`config.mk`:
```
export PLATFORM = sky130hd
export DESIGN_NAME = incremental_pid_speed_regulator_flat
export DESIGN_NICKNAME = d
export VERILOG_FILES = /design/src/hw/rtl/ipid_pkg.sv /design/src/hw/rtl/ipid_in_if.sv /design/src/hw/rtl/ipid_out_if.sv /design/src/hw/rtl/ipid_cfg.sv /design/src/hw/rtl/ipid_core.sv /design/src/hw/rtl/incremental_pid_speed_regulator.sv /design/src/flat_wrapper.sv
export SDC_FILE = /design/constraint.sdc
export NUM_CORES = 2
export LEC_CHECK = 0
export BUFFER_PORTS_ARGS = -buffer_cell sky130_fd_sc_hd__buf_2
export CORE_UTILIZATION = 40
export CTS_BUF_LIST = sky130_fd_sc_hd__clkbuf_2 sky130_fd_sc_hd__clkbuf_4 sky130_fd_sc_hd__clkbuf_8
export CTS_CLUSTER_DIAMETER = 120
export CTS_CLUSTER_SIZE = 30
export DETAILED_ROUTE_END_ITERATION = 16
export HOLD_SLACK_MARGIN = 0.08
export PLACE_DENSITY = 0.55
export RECOVER_POWER = 25
export SLEW_MARGIN = 20
export SYNTH_ARGS = -nofsm -noshare
export SYNTH_HDL_FRONTEND = slang
export SYNTH_SLANG_ARGS = --single-unit
```
`constraint.sdc`:
```
create_clock -name clk -period 36 [get_ports clk]
set_clock_uncertainty 0.2 [all_clocks]
set_input_delay 1.8 -clock clk [delete_from_list [all_inputs] [get_ports clk]]
set_output_delay 1.8 -clock clk [all_outputs]
set_load 0.1 [all_outputs]
```
`src/hw/rtl/ipid_pkg.sv`:
```
`timescale 1ns / 1ps
package ipid_pkg;

	// field widths
	localparam int unsigned LevelW   = 16;
	localparam int unsigned TimeW    = 32;
	localparam int unsigned LimitW   = 15;
	localparam int unsigned IntervalW = 16;
	localparam int unsigned PowerW   = 15;
	localparam int unsigned GainW    = 8;
	localparam int unsigned FineW    = 23;
	localparam int unsigned SumW     = 32;
	localparam int unsigned FracW    = 8;

	// derivative gain: raw * 10 * (200 / interval)
	localparam int unsigned DerivNum  = 200;
	localparam int unsigned DerivMul  = 10;
	localparam int unsigned QuoW      = 8;
	localparam int unsigned KdW       = 19;

	// configuration port
	localparam int unsigned CfgIdxW  = 3;
	localparam int unsigned CfgDataW = 16;

	// register reset values
	localparam logic [LimitW-1:0]    MaxErrorRst    = 15'd32767;
	localparam logic [LimitW-1:0]    MaxErrorSumRst = 15'd32767;
	localparam logic [IntervalW-1:0] IntervalRst    = 16'd100;
	localparam logic [PowerW-1:0]    MaxPowerRst    = 15'd255;
	localparam logic [GainW-1:0]     GainRst        = 8'd0;

	typedef enum logic [CfgIdxW-1:0] {
		RegMaxError     = 3'd0,
		RegMaxErrorSum  = 3'd1,
		RegIntervalMs   = 3'd2,
		RegMaxPower     = 3'd3,
		RegPropGainRaw  = 3'd4,
		RegIntegGainRaw = 3'd5,
		RegDerivGainRaw = 3'd6
	} reg_idx_t;

	// settings seen by the datapath
	typedef struct packed {
		logic [LimitW-1:0]    max_error;
		logic [LimitW-1:0]    max_error_sum;
		logic [IntervalW-1:0] interval_ms;
		logic [PowerW-1:0]    max_power;
		logic [GainW-1:0]     prop_gain;
		logic [GainW-1:0]     integ_gain;
		logic [KdW-1:0]       kd;
	} cfg_t;

endpackage

```
`src/hw/rtl/ipid_in_if.sv`:
```
`timescale 1ns / 1ps
interface ipid_in_if;
	logic               valid;
	logic               ready;
	logic signed [15:0] target;
	logic signed [15:0] measured;
	logic [31:0]        now_ms;

	modport source (output valid, target, measured, now_ms, input ready);
	modport sink (input valid, target, measured, now_ms, output ready);
endinterface

```
`src/hw/rtl/ipid_out_if.sv`:
```
`timescale 1ns / 1ps
interface ipid_out_if;
	logic        valid;
	logic        ready;
	logic [14:0] power;
	logic        updated;

	modport source (output valid, power, updated, input ready);
	modport sink (input valid, power, updated, output ready);
endinterface

```
`src/hw/rtl/ipid_cfg.sv`:
```
`timescale 1ns / 1ps
module ipid_cfg (
	input  logic                          clk,
	input  logic                          arst_n,
	input  logic                          we,
	input  logic [ipid_pkg::CfgIdxW-1:0]  index,
	input  logic [ipid_pkg::CfgDataW-1:0] data,
	output ipid_pkg::cfg_t                cfg,
	output logic                          busy
);
	import ipid_pkg::*;

	localparam int unsigned CntW = $clog2(QuoW);

	typedef enum logic [1:0] {
		GainIdle,
		GainDivide,
		GainScale
	} gain_state_t;

	logic [LimitW-1:0]    max_error_q;
	logic [LimitW-1:0]    max_error_sum_q;
	logic [IntervalW-1:0] interval_q;
	logic [PowerW-1:0]    max_power_q;
	logic [GainW-1:0]     prop_gain_q;
	logic [GainW-1:0]     integ_gain_q;
	logic [GainW-1:0]     deriv_gain_q;

	gain_state_t          state_q;
	logic [CntW-1:0]      cnt_q;
	logic [IntervalW-1:0] rem_q;
	logic [QuoW-1:0]      dvd_q;
	logic [QuoW-1:0]      quo_q;
	logic [KdW-1:0]       kd_q;

	logic                 restart;
	logic [IntervalW:0]   trial;
	logic                 fits;
	logic [QuoW-1:0]      quo_final;
	logic [2*GainW-1:0]   kd_base;

	// register writes
	always_ff @(posedge clk or negedge arst_n) begin
		if (!arst_n) begin
			max_error_q     <= MaxErrorRst;
			max_error_sum_q <= MaxErrorSumRst;
			interval_q      <= IntervalRst;
			max_power_q     <= MaxPowerRst;
			prop_gain_q     <= GainRst;
			integ_gain_q    <= GainRst;
			deriv_gain_q    <= GainRst;
		end else if (we) begin
			unique case (reg_idx_t'(index))
				RegMaxError:     max_error_q     <= data[LimitW-1:0];
				RegMaxErrorSum:  max_error_sum_q <= data[LimitW-1:0];
				RegIntervalMs:   interval_q      <= data[IntervalW-1:0];
				RegMaxPower:     max_power_q     <= data[PowerW-1:0];
				RegPropGainRaw:  prop_gain_q     <= data[GainW-1:0];
				RegIntegGainRaw: integ_gain_q    <= data[GainW-1:0];
				RegDerivGainRaw: deriv_gain_q    <= data[GainW-1:0];
				default: ;
			endcase
		end
	end

	// a new interval or derivative gain reloads the derivative gain
	assign restart = we && ((reg_idx_t'(index) == RegIntervalMs) ||
		(reg_idx_t'(index) == RegDerivGainRaw));

	// restoring division step: one quotient bit per cycle
	assign trial     = {rem_q, dvd_q[QuoW-1]};
	assign fits      = trial >= {1'b0, interval_q};
	assign quo_final = (interval_q == '0) ? '0 : quo_q;
	assign kd_base   = deriv_gain_q * quo_final;

	always_ff @(posedge clk or negedge arst_n) begin
		if (!arst_n) begin
			state_q <= GainIdle;
			cnt_q   <= '0;
			rem_q   <= '0;
			dvd_q   <= '0;
			quo_q   <= '0;
			kd_q    <= '0;
		end else if (restart) begin
			state_q <= GainDivide;
			cnt_q   <= '0;
			rem_q   <= '0;
			dvd_q   <= QuoW'(DerivNum);
			quo_q   <= '0;
		end else begin
			unique case (state_q)
				GainIdle: ;
				GainDivide: begin
					rem_q <= fits ? IntervalW'(trial - {1'b0, interval_q})
						: trial[IntervalW-1:0];
					quo_q <= {quo_q[QuoW-2:0], fits};
					dvd_q <= {dvd_q[QuoW-2:0], 1'b0};
					cnt_q <= cnt_q + 1'b1;
					if (cnt_q == CntW'(QuoW - 1)) begin
						state_q <= GainScale;
					end
				end
				GainScale: begin
					// times ten as times eight plus times two
					kd_q    <= KdW'({kd_base, 3'b000}) + KdW'({kd_base, 1'b0});
					state_q <= GainIdle;
				end
				default: state_q <= GainIdle;
			endcase
		end
	end

	assign busy = state_q != GainIdle;

	assign cfg.max_error     = max_error_q;
	assign cfg.max_error_sum = max_error_sum_q;
	assign cfg.interval_ms   = interval_q;
	assign cfg.max_power     = max_power_q;
	assign cfg.prop_gain     = prop_gain_q;
	assign cfg.integ_gain    = integ_gain_q;
	assign cfg.kd            = kd_q;

endmodule

```
`src/hw/rtl/ipid_core.sv`:
```
`timescale 1ns / 1ps
module ipid_core (
	input  logic              clk,
	input  logic              arst_n,
	input  ipid_pkg::cfg_t    cfg,
	input  logic              hold,
	ipid_in_if.sink           in_ch,
	ipid_out_if.source        out_ch
);
	import ipid_pkg::*;

	localparam int unsigned ProdPW = 27;
	localparam int unsigned ProdIW = 24;
	localparam int unsigned ProdDW = 36;
	localparam int unsigned AccW   = 38;

	// input register
	logic                     valid_s1;
	logic signed [LevelW-1:0] target_s1;
	logic signed [LevelW-1:0] measured_s1;
	logic [TimeW-1:0]         now_s1;

	// output register
	logic                     valid_s2;
	logic [PowerW-1:0]        power_s2;
	logic                     updated_s2;

	// controller state
	logic [FineW-1:0]         fine_q;
	logic signed [SumW-1:0]   err_sum_q;
	logic signed [LevelW-1:0] prev_err_q;
	logic [TimeW-1:0]         last_ms_q;

	logic                     advance;
	logic                     accept;
	logic                     zero_target;
	logic                     due;
	logic [TimeW-1:0]         elapsed;
	logic signed [LevelW:0]   err_raw;
	logic signed [LevelW:0]   lim_e;
	logic signed [LevelW:0]   err_c;
	logic signed [LevelW-1:0] err;
	logic signed [LevelW:0]   dlt;
	logic signed [SumW:0]     sum_raw;
	logic signed [SumW-1:0]   sum_sat;
	logic signed [SumW+1:0]   isum_raw;
	logic signed [SumW+1:0]   lim_i;
	logic signed [SumW+1:0]   isum_c;
	logic signed [LevelW-1:0] isum;
	logic [GainW+2:0]         kp5;
	logic signed [ProdPW-1:0] prod_p;
	logic signed [ProdIW-1:0] prod_i;
	logic signed [ProdDW-1:0] prod_d;
	logic signed [AccW-1:0]   y;
	logic signed [AccW-1:0]   fine_diff;
	logic [FineW-1:0]         fine_max;
	logic [FineW-1:0]         fine_new;

	// handshake
	assign advance      = valid_s1 && (!valid_s2 || out_ch.ready);
	assign in_ch.ready  = !hold && (!valid_s1 || advance);
	assign accept       = in_ch.valid && in_ch.ready;

	// update decision
	assign zero_target = target_s1 == '0;
	assign elapsed     = now_s1 - last_ms_q;
	assign due         = elapsed > {{(TimeW-IntervalW){1'b0}}, cfg.interval_ms};

	// error, running sum and integral operand
	always_comb begin
		err_raw = measured_s1 - target_s1;
		lim_e   = signed'({2'b00, cfg.max_error});
		if (err_raw > lim_e) begin
			err_c = lim_e;
		end else if (err_raw < -lim_e) begin
			err_c = -lim_e;
		end else begin
			err_c = err_raw;
		end
		err = err_c[LevelW-1:0];
		dlt = err - prev_err_q;

		sum_raw = err_sum_q + err;
		if (sum_raw[SumW] != sum_raw[SumW-1]) begin
			sum_sat = sum_raw[SumW] ? {1'b1, {(SumW-1){1'b0}}} : {1'b0, {(SumW-1){1'b1}}};
		end else begin
			sum_sat = sum_raw[SumW-1:0];
		end

		isum_raw = sum_sat + err;
		lim_i    = signed'({{(SumW+2-LimitW){1'b0}}, cfg.max_error_sum});
		if (isum_raw > lim_i) begin
			isum_c = lim_i;
		end else if (isum_raw < -lim_i) begin
			isum_c = -lim_i;
		end else begin
			isum_c = isum_raw;
		end
		isum = isum_c[LevelW-1:0];
	end

	// gain products and accumulator update
	always_comb begin
		kp5    = {1'b0, cfg.prop_gain, 2'b00} + {3'b000, cfg.prop_gain};
		prod_p = signed'({1'b0, kp5}) * err;
		prod_i = signed'({1'b0, cfg.integ_gain}) * isum;
		prod_d = signed'({1'b0, cfg.kd}) * dlt;
		y      = prod_p + prod_i + prod_d;

		fine_diff = signed'({{(AccW-FineW){1'b0}}, fine_q}) - y;
		fine_max  = {cfg.max_power, {FracW{1'b0}}};
		if (fine_diff < 0) begin
			fine_new = '0;
		end else if (fine_diff > signed'({{(AccW-FineW){1'b0}}, fine_max})) begin
			fine_new = fine_max;
		end else begin
			fine_new = fine_diff[FineW-1:0];
		end
	end

	// input register
	always_ff @(posedge clk or negedge arst_n) begin
		if (!arst_n) begin
			valid_s1 <= 1'b0;
		end else if (accept) begin
			valid_s1 <= 1'b1;
		end else if (advance) begin
			valid_s1 <= 1'b0;
		end
	end

	always_ff @(posedge clk) begin
		if (accept) begin
			target_s1   <= in_ch.target;
			measured_s1 <= in_ch.measured;
			now_s1      <= in_ch.now_ms;
		end
	end

	// controller state
	always_ff @(posedge clk or negedge arst_n) begin
		if (!arst_n) begin
			fine_q     <= '0;
			err_sum_q  <= '0;
			prev_err_q <= '0;
			last_ms_q  <= '0;
		end else if (advance) begin
			if (zero_target) begin
				fine_q <= '0;
			end else if (due) begin
				fine_q     <= fine_new;
				err_sum_q  <= sum_sat;
				prev_err_q <= err;
				last_ms_q  <= now_s1;
			end
		end
	end

	// output register
	always_ff @(posedge clk or negedge arst_n) begin
		if (!arst_n) begin
			valid_s2 <= 1'b0;
		end else if (advance) begin
			valid_s2 <= 1'b1;
		end else if (out_ch.ready) begin
			valid_s2 <= 1'b0;
		end
	end

	always_ff @(posedge clk) begin
		if (advance) begin
			if (zero_target) begin
				power_s2 <= '0;
			end else if (due) begin
				power_s2 <= fine_new[FineW-1:FracW];
			end else begin
				power_s2 <= fine_q[FineW-1:FracW];
			end
			updated_s2 <= !zero_target && due;
		end
	end

	assign out_ch.valid   = valid_s2;
	assign out_ch.power   = power_s2;
	assign out_ch.updated = updated_s2;

endmodule

```
`src/hw/rtl/incremental_pid_speed_regulator.sv`:
```
`timescale 1ns / 1ps
// Incremental PID speed regulator
//
// in_ch carries one beat per control sample: target, measured and the
// free-running millisecond stamp now_ms. out_ch returns exactly one beat per
// input beat, in order: power (accumulator >> 8) and updated, set when the
// sample ran a PID update. A zero target forces power to zero at once.
// cfg_we/cfg_index/cfg_data write the seven settings; write them only while
// no beat is in flight.
// Throughput: one beat per cycle while out_ch does not stall and no register
// write or gain reload holds in_ch.ready low. An accepted input beat moves
// from the input register into the output register when out_ch is free; the
// whole update is one pass of logic between the input and output registers.
// A write to interval_ms or deriv_gain_raw reloads the derivative gain
// 10 * raw * (200 / interval_ms) through a bit-serial divider: in_ch.ready
// stays low while it forms the 8 quotient bits and then scales the result.
// Reset clears the accumulator, error sum, last error and last update time,
// loads the register defaults and empties both stages.
// When out_ch stalls, one more beat is held in the input register; after that
// in_ch.ready drops until the output beat is taken.
module incremental_pid_speed_regulator (
	input  logic                          clk,
	input  logic                          arst_n,
	ipid_in_if.sink                       in_ch,
	ipid_out_if.source                    out_ch,
	input  logic                          cfg_we,
	input  logic [ipid_pkg::CfgIdxW-1:0]  cfg_index,
	input  logic [ipid_pkg::CfgDataW-1:0] cfg_data
);
	import ipid_pkg::*;

	cfg_t cfg;
	logic gain_busy;
	logic hold;

	ipid_cfg u_cfg (
		.clk    (clk),
		.arst_n (arst_n),
		.we     (cfg_we),
		.index  (cfg_index),
		.data   (cfg_data),
		.cfg    (cfg),
		.busy   (gain_busy)
	);

	// no new beat while the gain reloads or a setting is written
	assign hold = gain_busy || cfg_we;

	ipid_core u_core (
		.clk    (clk),
		.arst_n (arst_n),
		.cfg    (cfg),
		.hold   (hold),
		.in_ch  (in_ch),
		.out_ch (out_ch)
	);

endmodule

```
`src/flat_wrapper.sv`:
```
// flat-port wrapper written by rule: the top's interface ports become plain ports
module incremental_pid_speed_regulator_flat import ipid_pkg::*;
  (clk, arst_n, cfg_we, cfg_index, cfg_data, in_ch_valid, in_ch_target, in_ch_measured, in_ch_now_ms, in_ch_ready, out_ch_valid, out_ch_power, out_ch_updated, out_ch_ready);
  ipid_in_if in_ch_i ();
  ipid_out_if out_ch_i ();
  input  logic clk;
  input  logic arst_n;
  input  logic cfg_we;
  input  logic [ipid_pkg::CfgIdxW-1:0] cfg_index;
  input  logic [ipid_pkg::CfgDataW-1:0] cfg_data;
  input wire logic [$bits(in_ch_i.valid)-1:0] in_ch_valid;
  input wire logic [$bits(in_ch_i.target)-1:0] in_ch_target;
  input wire logic [$bits(in_ch_i.measured)-1:0] in_ch_measured;
  input wire logic [$bits(in_ch_i.now_ms)-1:0] in_ch_now_ms;
  output wire logic [$bits(in_ch_i.ready)-1:0] in_ch_ready;
  output wire logic [$bits(out_ch_i.valid)-1:0] out_ch_valid;
  output wire logic [$bits(out_ch_i.power)-1:0] out_ch_power;
  output wire logic [$bits(out_ch_i.updated)-1:0] out_ch_updated;
  input wire logic [$bits(out_ch_i.ready)-1:0] out_ch_ready;
  assign in_ch_i.valid = in_ch_valid;
  assign in_ch_i.target = in_ch_target;
  assign in_ch_i.measured = in_ch_measured;
  assign in_ch_i.now_ms = in_ch_now_ms;
  assign in_ch_ready = in_ch_i.ready;
  assign out_ch_valid = out_ch_i.valid;
  assign out_ch_power = out_ch_i.power;
  assign out_ch_updated = out_ch_i.updated;
  assign out_ch_i.ready = out_ch_ready;
  incremental_pid_speed_regulator u_core (.clk(clk), .arst_n(arst_n), .in_ch(in_ch_i), .out_ch(out_ch_i), .cfg_we(cfg_we), .cfg_index(cfg_index), .cfg_data(cfg_data));
endmodule
```
## Word level (Yosys, flattened, before mapping)

Index checks and enable logic that the tools add are counted.
W data, S select, Z words.

| cells by class | value |
|---|---|
| multiply operators | 4 |
| equal/unequal tests | 12 |
| mux-type cells | 28 |
| $add $sub $neg | 14 |
| order comparisons | 8 |
| bitwise gates (word level) | 2 |
| reductions and logical operators | 33 |

Operators with widths:

| cell | number |
|---|---|
| $mux W16 | 7 |
| $mux W23 | 4 |
| $add A32 B16 Y33 | 2 |
| $mux W32 | 2 |
| $mux W8 | 5 |
| $gt A38 B24 Y1 | 1 |
| $lt A38 B1 Y1 const B | 1 |
| $sub A24 B37 Y38 | 1 |
| $add A28 B36 Y37 | 1 |
| $mul A20 B17 Y36 | 1 |
| $lt A33 B34 Y1 | 1 |
| $neg A15 Y34 | 1 |
| $sub A16 B16 Y17 | 2 |
| $gt A33 B16 Y1 | 1 |
| $gt A32 B16 Y1 | 1 |
| $logic_not A16 Y1 | 2 |
| $sub A32 B32 Y32 | 1 |
| $add A27 B24 Y28 | 1 |
| $mul A12 B16 Y27 | 1 |
| $mul A9 B16 Y24 | 1 |
| $reduce_and A2 Y1 | 10 |
| $add A19 B17 Y19 | 1 |
| $ge A17 B16 Y1 | 1 |
| $gt A17 B16 Y1 | 1 |
| other kinds (27) | 51 |

| storage, ports and cells | value |
|---|---|
| bits in registers | 326 |
| input bits | 88 |
| output and inout port bits | 18 |
| logic and storage cells | 125 |

## Logic depth before layout (Yosys ltp)

| logic depth | value |
|---|---|
| depth in word-level cells | 20 |
| depth in mapped cells | 111 |
| depth with buffers taken out | 106 |

## Hierarchy

A second synthesis with hierarchy kept.

| unflattened totals | value |
|---|---|
| cell total of the unflattened synthesis | 5,727 |
| area total of the unflattened synthesis | 51,569.5 um2 |

By module, submodules not included:

| module | cells each | times used | sequential area each (um2) | area an instance (um2) |
|---|---|---|---|---|
| ipid_core | 4,841 | 1 | 5,029.8 | 42,507.0 |
| ipid_cfg | 885 | 1 | 3,479.6 | 9,056.2 |
| incremental_pid_speed_regulator | 1 | 1 | 0.0 | 6.3 |

## Worst setup path after synthesis

Ideal clock, no wire load.

| timing path | value |
|---|---|
| kind | register to register |
| from | register u_core.u_cfg.max_error_q[2] |
| to | register u_core.u_core.power_s2[4], in the netlist u_core.u_core.out_ch.power[4] (data pin) |
| clock period less this slack | 22,374 ps |
| slack | 13,626 ps |
| data required time | 35,542 ps |
| stages on the path, launching flop included | 101 |
| arrival time | 21,916 ps |
| setup time | 258 ps |
| path buffers | 9 |
| cells stage by stage | dfstp_2 > clkbuf_1 > nor3_1 > nand3_1 > or3_1 > or3_1 > or3_1 > clkbuf_1 > nor3_1 > xnor2_1 > ha_1 > a21o_1 > a211oi_1 > nand2_1 > o221a_2 > buf_4 > mux2i_1 > and2_0 > [... 65 more ...] > o21ai_0 > nand2b_1 > a21oi_1 > xnor2_1 > ha_1 > and3_1 > nand3_1 > or4_1 > a211o_1 > a211oi_1 > nand4_1 > or4_1 > nor4_1 > o2111a_1 > buf_6 > buf_12 > mux2i_1 > o21ai_1 |

| between the ends | value |
|---|---|
| longest elaborated chain between the ends | 19 |
| elaborated cells on any way between the ends | 26 |
| those cells by class | 7 x add/sub; 3 x mul; 6 x order compare; 1 x eq/ne; 9 x mux |

RTL lines:

| element | line | RTL |
|---|---|---|
| from (decl) | ipid_cfg.sv:21 | `logic [LimitW-1:0] max_error_q;` |
| from (signal assigned) | ipid_cfg.sv:45 | `max_error_q <= MaxErrorRst;` |
| from (signal assigned) | ipid_cfg.sv:54 | `RegMaxError: max_error_q <= data[LimitW-1:0];` |
| $neg A15 Y17 | ipid_core.sv:76 | `err_c = -lim_e;` |
| $lt A17 B17 Y1 | ipid_core.sv:75 | `end else if (err_raw < -lim_e) begin` |
| $mux W16 | ipid_core.sv:75 |  |
| $mux W16 (*) | ipid_core.sv:73 | `if (err_raw > lim_e) begin` |
| via u_core.u_core.err_c[15] | ipid_core.sv:41 | `logic signed [LevelW:0] err_c;` |
| $add A32 B16 Y33 (*) | ipid_core.sv:83 | `sum_raw = err_sum_q + err;` |
| $mux W32 / $ne A1 B1 Y1 (equally long branches) | ipid_core.sv:85, ipid_core.sv:84 |  |
| $mux W32 (*) | ipid_core.sv:84 | `if (sum_raw[SumW] != sum_raw[SumW-1]) begin` |
| via u_core.u_core.sum_sat[1] | ipid_core.sv:45 | `logic signed [SumW-1:0] sum_sat;` |
| [... 4 more ...] | n/a |  |
| $mul A9 B16 Y24 (*) | ipid_core.sv:106 | `prod_i = signed'({1'b0, cfg.integ_gain}) * isum;` |
| $add A27 B24 Y28 (*) | ipid_core.sv:108 | `y = prod_p + prod_i + prod_d;` |
| $add A28 B36 Y37 (*) | ipid_core.sv:108 |  |
| $sub A24 B37 Y38 (*) | ipid_core.sv:110 | `fine_diff = signed'({{(AccW-FineW){1'b0}}, fine_q}) - y;` |
| $gt A38 B24 Y1 | ipid_core.sv:114 | `end else if (fine_diff > signed'({{(AccW-FineW){1'b0}}, fine_max})) begin` |
| $mux W23 | ipid_core.sv:114 |  |
| $mux W23 (*) | ipid_core.sv:112 | `if (fine_diff < 0) begin` |
| $mux W15 (*) | ipid_core.sv:174 | `end else if (due) begin` |
| to (signal assigned) | ipid_core.sv:175 | `power_s2 <= fine_new[FineW-1:FracW];` |
| to (signal assigned) | ipid_core.sv:177 | `power_s2 <= fine_q[FineW-1:FracW];` |
| to (decl) | ipid_core.sv:25 | `logic [PowerW-1:0] power_s2;` |

Mark *: on every way through the listed nets, which the timed path passes. The rest lies on a longest branch.
A chain may end at the register's enable or synchronous reset.

## Final worst setup path

| timing path | value |
|---|---|
| from | register u_core.u_cfg.max_error_q[2] |
| to | register u_core.u_core.power_s2[7], in the netlist u_core.u_core.out_ch.power[7] (data pin) |

The elaborated chain is that of the path after synthesis.

==> out/metrics.yaml <==
status: "complete, but fails checks"
violations: "max-capacitance violations, max-slew violations"
async_flop_share_pct: 75.2
crit_family: "compound AO/OA/AOI/OAI gates"
portBuffers: 105
synth_edf_count: 80
synth_area_um2: 51500
synth_nets: 7049
end_kind: "flip-flop"
startpoint: "u_core.u_cfg.max_error_q[2]"
clk_latency_ns: 0.74
die_height_um: 361
grt_use_total_pct: 22.3
cp.arrival_ns: 25.68
cts_root_buf: "clkbuf_8"
ys_seq_elements: 322
slew_viol_final: 98
fp.dieW_um: 361
pin_count: 106
n_fill_cell: 12700
ctsHoldBuffers: 0
period_needed_ns: 25.39
drv_cap: 1
postSynthAreaPerCell_um2: 8.93
min_path_type: "flip-flop to flip-flop"
r2r_start: "u_core.u_cfg.max_error_q[2]"
worstMarginPinSlew_ns: 5.86
first_pass_iters: 6
ant_nets: 0
worst-path-max-fanout: 43
cts_sinks: 322
fmax_mhz: 39.4
reg2reg_to: "u_core.u_core.out_ch.power[7]"
gr-total-overflow: 0
slew_headroom_pct: -291
crit_type: "flip-flop to flip-flop"
grt_max_degree: 147
worst_hold_startpoint: "u_core.u_cfg.kd_q[5]"
synth_top_area_share_pct: 23.3
crit_required_ns: 36.29
post-route-period-util_pct: 70.5
area_delta_synth_final_pct: 5.60
setup_tns_ns: 0
post_cts_buffers: 0
synth_cell_types: 100
hold_depth: 2
cp_common_cell: "inv_1"
dpl.hpwl_um: 117000
drive_above_1_share_pct: 7.66
tritoncts: "built"
cts_buffers: 19
ff2ff_setup_slack_ns: 10.61
hold_viol_final: 0
seq_area_frac_synth_pct: 16.5
drt-total-wl_um: 145000
core_area_um2: 128000
yosys-top-cells-area: "fa_1, ha_1, dfrtp_1"
path_clk_slew_ns: 0.19
ys.flop_type: "dfrtp_1"
max-clock-path-buffers: 3
max_stage_delay_ns: 0.89
cts_resized: 0
gp_congestion: 0.940
drt_iter0_markers: 2505
antenna_found_initial: 22
dieArea_um2: 130000
cp.buffers_inverters: 10
finalSetupViolCount: 0
min_to: "u_core.u_cfg.kd_q[5]"
final_net_count: 7057
ys_warn_count: 0
routed_via_density: 5.30
slowest_stage: "o2111a_1"
htreeDepth: 1
grt_pass1_vias: 39800
worstRegToRegCells: 90
synthTopCellsByCount: "inv_1, fa_1, ha_1"
rsz0062_at_grt: "false"
initial_core_util_pct: 40.3
syn_inst: 5766
num_vias: 39500
wl_per_cell_um: 19.4
path_depth: 90
drc_errors: 0
num_rows: 131
startpoint_type: "flip-flop"
yosys.cell_count.top_type: "inv_1"
grt_pass1_wl_um: 230000
synth_largest_area_cell: "fa_1"
[cells by family (layout without fill, tap and decap cells)]
group / count (synthesis) / in the layout / synth area share, %
AOI/OAI and AO/OA: 1067 / 1067 / 13.1
and+or+nand+nor: 1607 / 1607 / 15.2
buffers and inverters: 1126 / 1147 / 8.44
other: 0 / 2 / 0
muxes: 196 / 196 / 4.63
xor gates and xnor gates: 251 / 251 / 4.27
adders and majority gates: 1197 / 1197 / 37.8
DFF: 322 / 322 / 16.5
[flip-flops by register name, summed over array words and instances, names as in the netlist, 5 cells and up]
name and cells:
u_core.u_cfg.deriv_gain_q 8, u_core.u_cfg.dvd_q 5, u_core.u_cfg.integ_gain_q 8, u_core.u_cfg.interval_q 16, u_core.u_cfg.kd_q 18, u_core.u_cfg.max_error_q 15
u_core.u_cfg.max_error_sum_q 15, u_core.u_cfg.max_power_q 15, u_core.u_cfg.prop_gain_q 8, u_core.u_cfg.quo_q 8, u_core.u_cfg.rem_q 16, u_core.u_core.err_sum_q 32
u_core.u_core.fine_q 23, u_core.u_core.last_ms_q 32, u_core.u_core.measured_s1 16, u_core.u_core.now_s1 32, u_core.u_core.out_ch.power 15, u_core.u_core.prev_err_q 16
u_core.u_core.target_s1 16
[worst reg2reg max path, delay by kind of cell, from the launching register on]
family | cells | cell delay, ns
AOI/OAI and AO/OA | 38 | 10.62
and+or+nand+nor | 23 | 5.99
adders and majority gates | 13 | 5.38
buffers and inverters | 10 | 1.36
xor gates and xnor gates | 4 | 0.62
muxes | 2 | 0.61
DFF | 1 | 0.45
[metal layers]
metal,wire length [µm],global-route usage (%)
met5,100,0
met4,4000,5.43
met3,6880,2.18
met2,67500,37.2
met1,66300,31.0
[cell usage in the layout, fill, tap and decap left out, drive strengths merged, types with 125 or more instances in the layout]
cell type / netlist / final
o21ai: 325 / 325
xnor2: 175 / 175
inv: 945 / 954
mux2: 125 / 125
dfrtp: 201 / 201
nand2: 582 / 582
buf: 40 / 158
and2: 152 / 152
a21oi: 254 / 254
fa: 600 / 600
ha: 595 / 595
nor2: 277 / 277
[area by class of cell]
type / count / area (µm²) / share of cell area [%]
Antenna cell: 2 / 5.00 / 0.00921
Clock buffer: 21 / 277 / 0.509
Clock inverter: 13 / 194 / 0.357
Inverter: 947 / 3550 / 6.54
Multi-Input combinational cell: 4318 / 38700 / 71.3
Sequential cell: 322 / 8510 / 15.7
Tap cell: 1662 / 2080 / 3.83
Timing Repair Buffer: 166 / 986 / 1.81
[per-stage QoR]
step / instance area, µm² / hold WS [ns] / worst slack [ns] / std cells / util (%)
floorplan: 51500 / 0.247 / 13.63 / 5766 / -
global placement: 53900 / 0.264 / 11.36 / 7415 / 42.2
detailed placement: 53900 / 0.271 / 10.98 / 7415 / 42.2
CTS: 54400 / 0.311 / 10.84 / 7449 / 42.6
global route: 54400 / 0.328 / 8.71 / 7450 / 42.6
finish: 54400 / 0.305 / 10.61 / 7451 / 42.6
[worst max-delay path by stage]
stage	end	slack, ns
2_1_floorplan	u_core.u_core.out_ch.power[4]	13.63
3_3_place_gp	u_core.u_core.out_ch.power[0]	11.36
3_5_place_dp	u_core.u_core.out_ch.power[1]	10.98
4_1_cts	u_core.u_core.out_ch.power[7]	10.84
5_1_grt	u_core.u_core.out_ch.power[7]	8.71
6_report	u_core.u_core.out_ch.power[7]	10.61
Power is not shown: default switching activity piles up to over one toggle a cycle in this logic, so the estimate is an artifact.
